--- src/rtl/tlvcl_pkg.sv ---
// ----------------------------------------------------------------------------
// tlvcl_pkg
// Types and constants shared by the chunk locator modules.
// ----------------------------------------------------------------------------
package tlvcl_pkg;

  localparam int MEM_BYTES  = 4096;
  localparam int ADDR_W     = $clog2(MEM_BYTES);
  localparam int HDR_BYTES  = 4;
  localparam int WALK_START = 2;
  localparam int SIZE_W     = 16;
  // Positions never wrap: a sub region can end a full body size past memory,
  // and one more advance can go a full header plus body size beyond that.
  localparam int POS_W      = $clog2(MEM_BYTES + 2 * (HDR_BYTES + (1 << SIZE_W)));

  typedef enum logic [1:0] {
    OP_WRITE    = 2'd0,
    OP_FIND     = 2'd1,
    OP_FIND_SUB = 2'd2
  } op_e;

  typedef struct packed {
    logic [1:0]        operation;
    logic [11:0]       address;
    logic [7:0]        data_byte;
    logic [15:0]       chunk_sig;
    logic [15:0]       sub_sig;
  } req_t;

  typedef struct packed {
    logic              found;
    logic [11:0]       body_address;
    logic [15:0]       body_size;
  } res_t;

  // Storage port controls from the sequencer
  typedef struct packed {
    logic              we;
    logic [ADDR_W-1:0] waddr;
    logic [7:0]        wdata;
    logic [ADDR_W-1:0] raddr;
  } mem_req_t;

endpackage

--- src/rtl/tlvcl_seq.sv ---
// ----------------------------------------------------------------------------
// tlvcl_seq
// Sequencer: clearing sweep, byte writes and the chunk header walk, built
// around one shared position adder.
// ----------------------------------------------------------------------------
module tlvcl_seq (
  input  logic                clk_i,
  input  logic                rst_ni,
  input  logic                start,
  output logic                busy,
  input  tlvcl_pkg::req_t     req_i,
  output tlvcl_pkg::mem_req_t mem_req_o,
  input  logic [7:0]          rdata_i,
  output tlvcl_pkg::res_t     res_o,
  output logic                done_o
);
  import tlvcl_pkg::*;

  typedef enum logic [7:0] {
    S_CLEAR  = 8'b0000_0001,
    S_IDLE   = 8'b0000_0010,
    S_CHECK  = 8'b0000_0100,
    S_ADDR   = 8'b0000_1000,
    S_DATA   = 8'b0001_0000,
    S_EVAL   = 8'b0010_0000,
    S_ADV    = 8'b0100_0000,
    S_SUBEND = 8'b1000_0000
  } state_e;

  state_e            state_q, state_d;
  logic [ADDR_W-1:0] clr_q, clr_d;
  logic [1:0]        byte_q, byte_d;
  logic              sub_q, sub_d;
  logic              oor_q, oor_d;
  logic [POS_W-1:0]  pos_q, pos_d;
  logic [POS_W-1:0]  end_q, end_d;
  logic [15:0]       sig_q, sig_d;
  logic [15:0]       ssig_q, ssig_d;
  logic [31:0]       hdr_q, hdr_d;
  res_t              res_q, res_d;
  logic              done_q, done_d;

  logic [POS_W-1:0]  add_b;
  logic [POS_W-1:0]  sum;
  logic [7:0]        rd_byte;
  logic [15:0]       hdr_sig;
  logic [15:0]       hdr_size;

  assign hdr_sig  = hdr_q[15:0];
  assign hdr_size = hdr_q[31:16];

  // Shared adder: byte offsets, header skip and body size all go through it
  always_comb begin
    unique case (state_q)
      S_ADDR:          add_b = POS_W'(byte_q);
      S_EVAL:          add_b = POS_W'(HDR_BYTES);
      S_ADV, S_SUBEND: add_b = POS_W'(hdr_size);
      default:         add_b = '0;
    endcase
  end

  assign sum     = pos_q + add_b;
  assign rd_byte = oor_q ? 8'd0 : rdata_i;
  assign busy    = (state_q != S_IDLE);

  always_comb begin
    state_d = state_q;
    clr_d   = clr_q;
    byte_d  = byte_q;
    sub_d   = sub_q;
    oor_d   = oor_q;
    pos_d   = pos_q;
    end_d   = end_q;
    sig_d   = sig_q;
    ssig_d  = ssig_q;
    hdr_d   = hdr_q;
    res_d   = res_q;
    done_d  = 1'b0;

    mem_req_o.we    = 1'b0;
    mem_req_o.waddr = req_i.address[ADDR_W-1:0];
    mem_req_o.wdata = req_i.data_byte;
    mem_req_o.raddr = sum[ADDR_W-1:0];

    unique case (state_q)
      S_CLEAR: begin
        mem_req_o.we    = 1'b1;
        mem_req_o.waddr = clr_q;
        mem_req_o.wdata = 8'd0;
        clr_d           = clr_q + 1'b1;
        if (clr_q == ADDR_W'(MEM_BYTES - 1)) begin
          state_d = S_IDLE;
        end
      end
      S_IDLE: begin
        if (start) begin
          pos_d  = POS_W'(WALK_START);
          end_d  = POS_W'(MEM_BYTES);
          sig_d  = req_i.chunk_sig;
          ssig_d = req_i.sub_sig;
          case (op_e'(req_i.operation))
            OP_WRITE: mem_req_o.we = 1'b1;
            OP_FIND: begin
              sub_d   = 1'b0;
              state_d = S_CHECK;
            end
            OP_FIND_SUB: begin
              sub_d   = 1'b1;
              state_d = S_CHECK;
            end
            default: ;
          endcase
        end
      end
      S_CHECK: begin
        byte_d = 2'd0;
        if (pos_q < end_q) begin
          state_d = S_ADDR;
        end else begin
          res_d   = '0;
          done_d  = 1'b1;
          state_d = S_IDLE;
        end
      end
      S_ADDR: begin
        oor_d   = (sum >= POS_W'(MEM_BYTES));
        state_d = S_DATA;
      end
      S_DATA: begin
        hdr_d  = {rd_byte, hdr_q[31:8]};
        byte_d = byte_q + 1'b1;
        state_d = (byte_q == 2'd3) ? S_EVAL : S_ADDR;
      end
      S_EVAL: begin
        pos_d = sum;
        if (hdr_sig == sig_q) begin
          if (sub_q) begin
            // parent found: walk its body for the sub signature
            sig_d   = ssig_q;
            sub_d   = 1'b0;
            state_d = S_SUBEND;
          end else begin
            res_d.found        = 1'b1;
            res_d.body_address = sum[11:0];
            res_d.body_size    = hdr_size;
            done_d             = 1'b1;
            state_d            = S_IDLE;
          end
        end else if (hdr_size == 16'd0) begin
          res_d   = '0;
          done_d  = 1'b1;
          state_d = S_IDLE;
        end else begin
          state_d = S_ADV;
        end
      end
      S_ADV: begin
        pos_d   = sum;
        state_d = S_CHECK;
      end
      S_SUBEND: begin
        end_d   = sum;
        state_d = S_CHECK;
      end
      default: state_d = S_IDLE;
    endcase
  end

  always_ff @(posedge clk_i or negedge rst_ni) begin
    if (!rst_ni) begin
      state_q <= S_CLEAR;
      clr_q   <= '0;
      byte_q  <= '0;
      sub_q   <= 1'b0;
      done_q  <= 1'b0;
    end else begin
      state_q <= state_d;
      clr_q   <= clr_d;
      byte_q  <= byte_d;
      sub_q   <= sub_d;
      done_q  <= done_d;
    end
  end

  always_ff @(posedge clk_i) begin
    oor_q  <= oor_d;
    pos_q  <= pos_d;
    end_q  <= end_d;
    sig_q  <= sig_d;
    ssig_q <= ssig_d;
    hdr_q  <= hdr_d;
    res_q  <= res_d;
  end

  assign res_o  = res_q;
  assign done_o = done_q;

endmodule

--- config.mk ---
export PLATFORM = sky130hd
export DESIGN_NAME = tlvcl_seq
export DESIGN_NICKNAME = d
export VERILOG_FILES = /design/src/rtl/tlvcl_pkg.sv /design/src/rtl/tlvcl_seq.sv
export SDC_FILE = /design/constraint.sdc
export NUM_CORES = 1
export LEC_CHECK = 0
export BUFFER_PORTS_ARGS = -buffer_cell sky130_fd_sc_hd__buf_2
export CORE_UTILIZATION = 60
export CTS_CLUSTER_DIAMETER = 30
export DETAILED_ROUTE_END_ITERATION = 10
export PLACE_DENSITY = 0.86
export SETUP_SLACK_MARGIN = 0.2
export SKIP_LAST_GASP = 1
export SLEW_MARGIN = 10
export SYNTH_ARGS = -nofsm -noshare
export SYNTH_HDL_FRONTEND = slang
export SYNTH_SLANG_ARGS = --single-unit
--- constraint.sdc ---
create_clock -name clk_i -period 6.4 [get_ports clk_i]
set_input_delay 1.28 -clock clk_i [delete_from_list [all_inputs] [get_ports clk_i]]
set_output_delay 1.28 -clock clk_i [all_outputs]
set_load 0.05 [all_outputs]
After elaboration in Yosys (flattened, before gate mapping)
Index checks and enable logic that the tools add are counted.
{"block": "word_totals", "reg_bits": 154, "output_inout_bits": 64, "elab_cells": 97, "input_bits": 65}
{"block": "classes", "n_reduce_logical": 17, "n_addsub": 3, "mux": 37, "magnitude_cmp": 2, "n_eq_ne": 23}
{"operator": "$mux W29", "n": 4}
{"operator": "$pmux W18 S2", "n": 2}
{"operator": "$pmux W29 S2", "n": 1}
{"operator": "$pmux W8 S7", "n": 1}
{"operator": "$mux W16", "n": 3}
{"operator": "$pmux W16 S3", "n": 1}
{"operator": "$mux W8", "n": 5}
{"operator": "$mux W18", "n": 2}
{"operator": "$pmux W16 S2", "n": 1}
{"operator": "$mux W20", "n": 1}
{"operator": "$add A18 B18 Y18", "n": 1}
{"operator": "$ge A18 B13 Y1 const B", "n": 1}
{"operator": "$lt A18 B18 Y1", "n": 1}
{"operator": "$eq A16 B16 Y1", "n": 1}
{"operator": "$logic_not A16 Y1", "n": 1}
{"operator": "$add A12 B1 Y12 const B", "n": 1}
{"operator": "$eq A12 B12 Y1 const B", "n": 1}
{"operator": "$ne A2 B2 Y1 const B", "n": 6}
{"operator": "$reduce_and A4 Y1", "n": 3}
{"operator": "$reduce_bool A2 Y1", "n": 5}
{"operator": "$eq A8 B1 Y1 const B", "n": 1}
{"operator": "$eq A8 B2 Y1 const B", "n": 1}
{"operator": "$eq A8 B3 Y1 const B", "n": 1}
{"operator": "$eq A8 B4 Y1 const B", "n": 1}
{"operator": "20 further kinds", "n": 36}

Longest topological paths before layout
{"block": "depth", "ltp_word": 7, "mapped_depth": 15, "ltp_nobuf": 14}

Least setup slack after synthesis
No wires, ideal clock.
{"block": "synth_path", "path_type": "reg-to-output", "startpoint": "reg state_q[7]", "endpoint": "out mem_req_o[8] (netlist name)", "path_stages_with_launch": 16, "path_slack_ps": 2104, "t_required_ps": 5120, "arrival_ps": 3016, "cell_sequence": "dfrtp_1 -> nor4_2 -> nand2_1 -> nor3b_1 -> a22o_1 -> ha_1 -> inv_1 -> fa_1 -> nor2b_1 -> o2111ai_1 -> and2_1 -> nand2_1 -> a21oi_1 -> xor2_1 -> inv_1 -> buf_4"}
{"block": "synth_between", "elab_chain_len": 4, "elab_cells_between_ends": 7}
{"element": "start: declaration", "line_no": "tlvcl_seq.sv:30", "rtl": "state_e state_q, state_d;"}
{"element": "start signal: assignment", "line_no": "tlvcl_seq.sv:177", "rtl": "state_q <= state_d;"}
{"element": "$eq A8 B8 Y1 or $eq A8 B7 Y1 (tied branches)", "line_no": "tlvcl_seq.sv:54", "rtl": "unique case (state_q)"}
{"element": "$reduce_or A2 Y1 (no source line)"}
{"element": "$pmux W16 S3 *", "line_no": "tlvcl_seq.sv:54"}
{"element": "$add A18 B18 Y18 *", "line_no": "tlvcl_seq.sv:62", "rtl": "assign sum = pos_q + add_b;"}
{"element": "end: declaration", "line_no": "tlvcl_seq.sv:12", "rtl": "output tlvcl_pkg::mem_req_t mem_req_o,"}
Every way passes the cells marked *; elsewhere a longest branch is shown, timed or not.

==> results.toml <==
[clock_tree]
cts_made_buffers = 17
clk_pin_slew_ns = 0.06
htree_num_levels = 4
clk_path_buf_depth = 2
ctsRootBufferMaster = "clkbuf_16"
cts_setup_buffers = 0
cts_resized = 0
clock_sinks = 154
cts_hold_buffers = 0
clk_latency_ns = 0.43
cts_tree = "built"

[sta]
finalMaxSlewViolations = 0
max_slew_margin = 0.333
setup_viol = 0
rsz0062_at_grt = "false"
fmax_ghz = 0.178
finalSetupTns_ns = 0
fin_crit_sh = 0.880
period_needed_ns = 5.63
fin_worst_skew_ns = 0.00863
worst_pin_slew_ns = 0.995
hold_violations = 0

[route]
avgViaCountPerCell = 5.70
wirelength_um = 17000
vias = 5471
postRouteAntennaNets = 0
firstDrtPassIters = 5
drt-initial-drc-count = 517
drc = 0
avgRoutedWirePerCell_um = 17.7

[grt]
globalRouteTotalUtil = 0.267
grt_remaining_overflow = 0
use_met1 = 0.331
grt_max_degree = 33
grtUsageMet3 = 0.0606
grt_pass1_vias = 5135
groute.layer.met2.usage = 0.457
busiest_layer = "met2"
antenna_found_initial = 0
grt_pass1_wl_um = 25900

[place]
port_buffers = 128
place.gp.congestion = 0.909
dp_hpwl_um = 12100

[power_and_ir_drop]
ir_drop_v = 0.000219
p_leak_uw = 0.00394
total_power_uw = 2480
p_per_area_mw_per_mm2 = 275

[die]
dieWidth_um = 115
die_h_um = 115
fp.dieArea_mm2 = 0.0133
start_util = 0.613
coreArea_mm2 = 0.0126
pin_count = 129
rows = 41

[logic_synthesis]
yosys.area.top_type = "edfxtp_1"
avgSynthCellArea_um2 = 11.8
ys_seq_elements = 154
yosysSeqAreaShare = 0.585
syn_inst = 654
ys_warn_count = 0
synth_nets = 757
syn-cell-area_mm2 = 0.00770
ys_types = 56
synth_edf_count = 130
synth_flop_cell = "edfxtp_1"
synth_top_cells_by_area = "edfxtp_1, dfrtp_1, ha_1, nand2_1, xor2_1"
async_flop_share = 0.156
synth_top_area_share = 0.507

[cells_and_area]
layout_common_cells = "edfxtp_1, buf_2, nand2_1"
finish.utilization = 0.719
nFillCells = 880
layout_commonest_cell = "edfxtp_1"
drive_gt1_frac = 0.244
diodes = 0
layout.nets = 878
syn_to_final_growth_pct = 17.2
seq_area_mm2 = 0.00451
multi_input_area_mm2 = 0.00288

[worst_hold_path]
hold_path.class = "reg2reg"

[setup_path]
slowest_stage = "a21oi_1"
crit_path_end_kind = "output port"
crit_arrival_ns = 4.35
crit_type = "reg2out"
cpLargestDelayFamily = "compound AO/OA/AOI/OAI gates"
crit_required_ns = 5.12
max_stage_delay_ns = 0.74
path_buf_inv = 3
worst_setup_path_start_kind = "register"
path_cells = "nor4_2, nand2_1, a21oi_1, a22oi_1, inv_1, ha_1, a21o_1, and4_1, o21ai_1, o21ai_2, a21oi_1, xor2_1, inv_1, buf_2"
cp_max_fo = 17

[run_status]
outcome = "finished, final reports clean"

[run]
cap_violations = 0
-- worst register-to-register path, cell delays in order (launching register included) --
cell	delay, ns
dfrtp_1	0.45
nor4_2	0.40
nand2_1	0.14
a21oi_1	0.74
a22oi_1	0.30
inv_1	0.11
ha_1	0.22
a21o_1	0.17
and4_1	0.21
o21ai_1	0.22
o21ai_2	0.17
nor4_1	0.52
or3_1	0.18
nand4_1	0.15
-- cell usage after synthesis (16+ instances only) --
cell      number
nor2_1        49
inv_1         41
and3_1        23
a21o_1        18
dfrtp_1       23
a21oi_1       26
nand2_1       67
edfxtp_1     130
ha_1          37
xor2_1        28
and2_1        26
mux2_2        16
nor2b_1       19
-- sequential cells by signal, summed over array words and instances, names as in the netlist --
| signal | flops |
|---|---|
| hdr_q | 32 |
| res_o | 29 |
| end_q | 18 |
| pos_q | 18 |
| sig_q | 16 |
| ssig_q | 16 |
| clr_q | 12 |
| state_q | 8 |
| byte_q | 2 |
| done_o | 1 |
| oor_q | 1 |
| sub_q | 1 |
-- path summary, 6_finish.rpt --
path	end	slack [ns]	startpoint	depth (start not counted)
worst max-delay path	mem_req_o[11]	0.77	state_q[5]$_DFFE_PN0P_	14
worst min-delay path	hdr_q[0]$_DFFE_PP_	0.49	hdr_q[8]$_DFFE_PP_	0
worst max register to register	oor_q$_DFFE_PP_	2.11	state_q[5]$_DFFE_PN0P_	13
worst min register to register	hdr_q[0]$_DFFE_PP_	0.49	hdr_q[8]$_DFFE_PP_	0
max in group asynchronous	state_q[0]$_DFFE_PN1P_	5.20	rst_ni	1
min in group asynchronous	clr_q[8]$_DFFE_PN0P_	0.83	rst_ni	1
-- routing by layer --
metal  up-vias  share of wire
li1       2567              -
met1      2657           0.41
met2       218           0.51
met3        29          0.054
met4         0          0.018
met5         -              0
-- final cells by class --
class	count	area share
clock inverter	13	0.0175
timing repair buffer	132	0.0743
sequential	154	0.499
inverter	42	0.0175
clock buffer	19	0.0490
tap	172	0.0238
multi-input combinational	428	0.319
-- logic make-up (layout without fill, tap and decap cells) --
kind of cell	Yosys count	after routing	share of synthesized area
AND/OR/NAND/NOR	252	252	0.171
flip-flops	154	154	0.585
AO/OA/AOI/OAI	80	80	0.0679
buffers and inverters	72	206	0.0419
XOR/XNOR	41	41	0.0466
adder cells (fa/ha/maj)	38	38	0.0627
multiplexers	17	17	0.0247
-- power by group --
group	internal (uW)	leakage, uW	switching, uW
clock network	596	0.000290	423
logic	89.3	0.00215	197
registers	1150	0.00151	28.5
-- through the flow --
step	std cells	area [um^2]	setup slack [ns]	hold WS [ns]
after global placement	928	8430	1.52	0.459
after detailed placement	928	8430	1.34	0.478
after floorplan	654	7700	2.10	0.447
final	960	9030	0.767	0.493
after global routing	960	9030	0.339	0.494
after CTS	960	9030	0.836	0.493
Note: power is estimated with default switching activity, not from simulation.
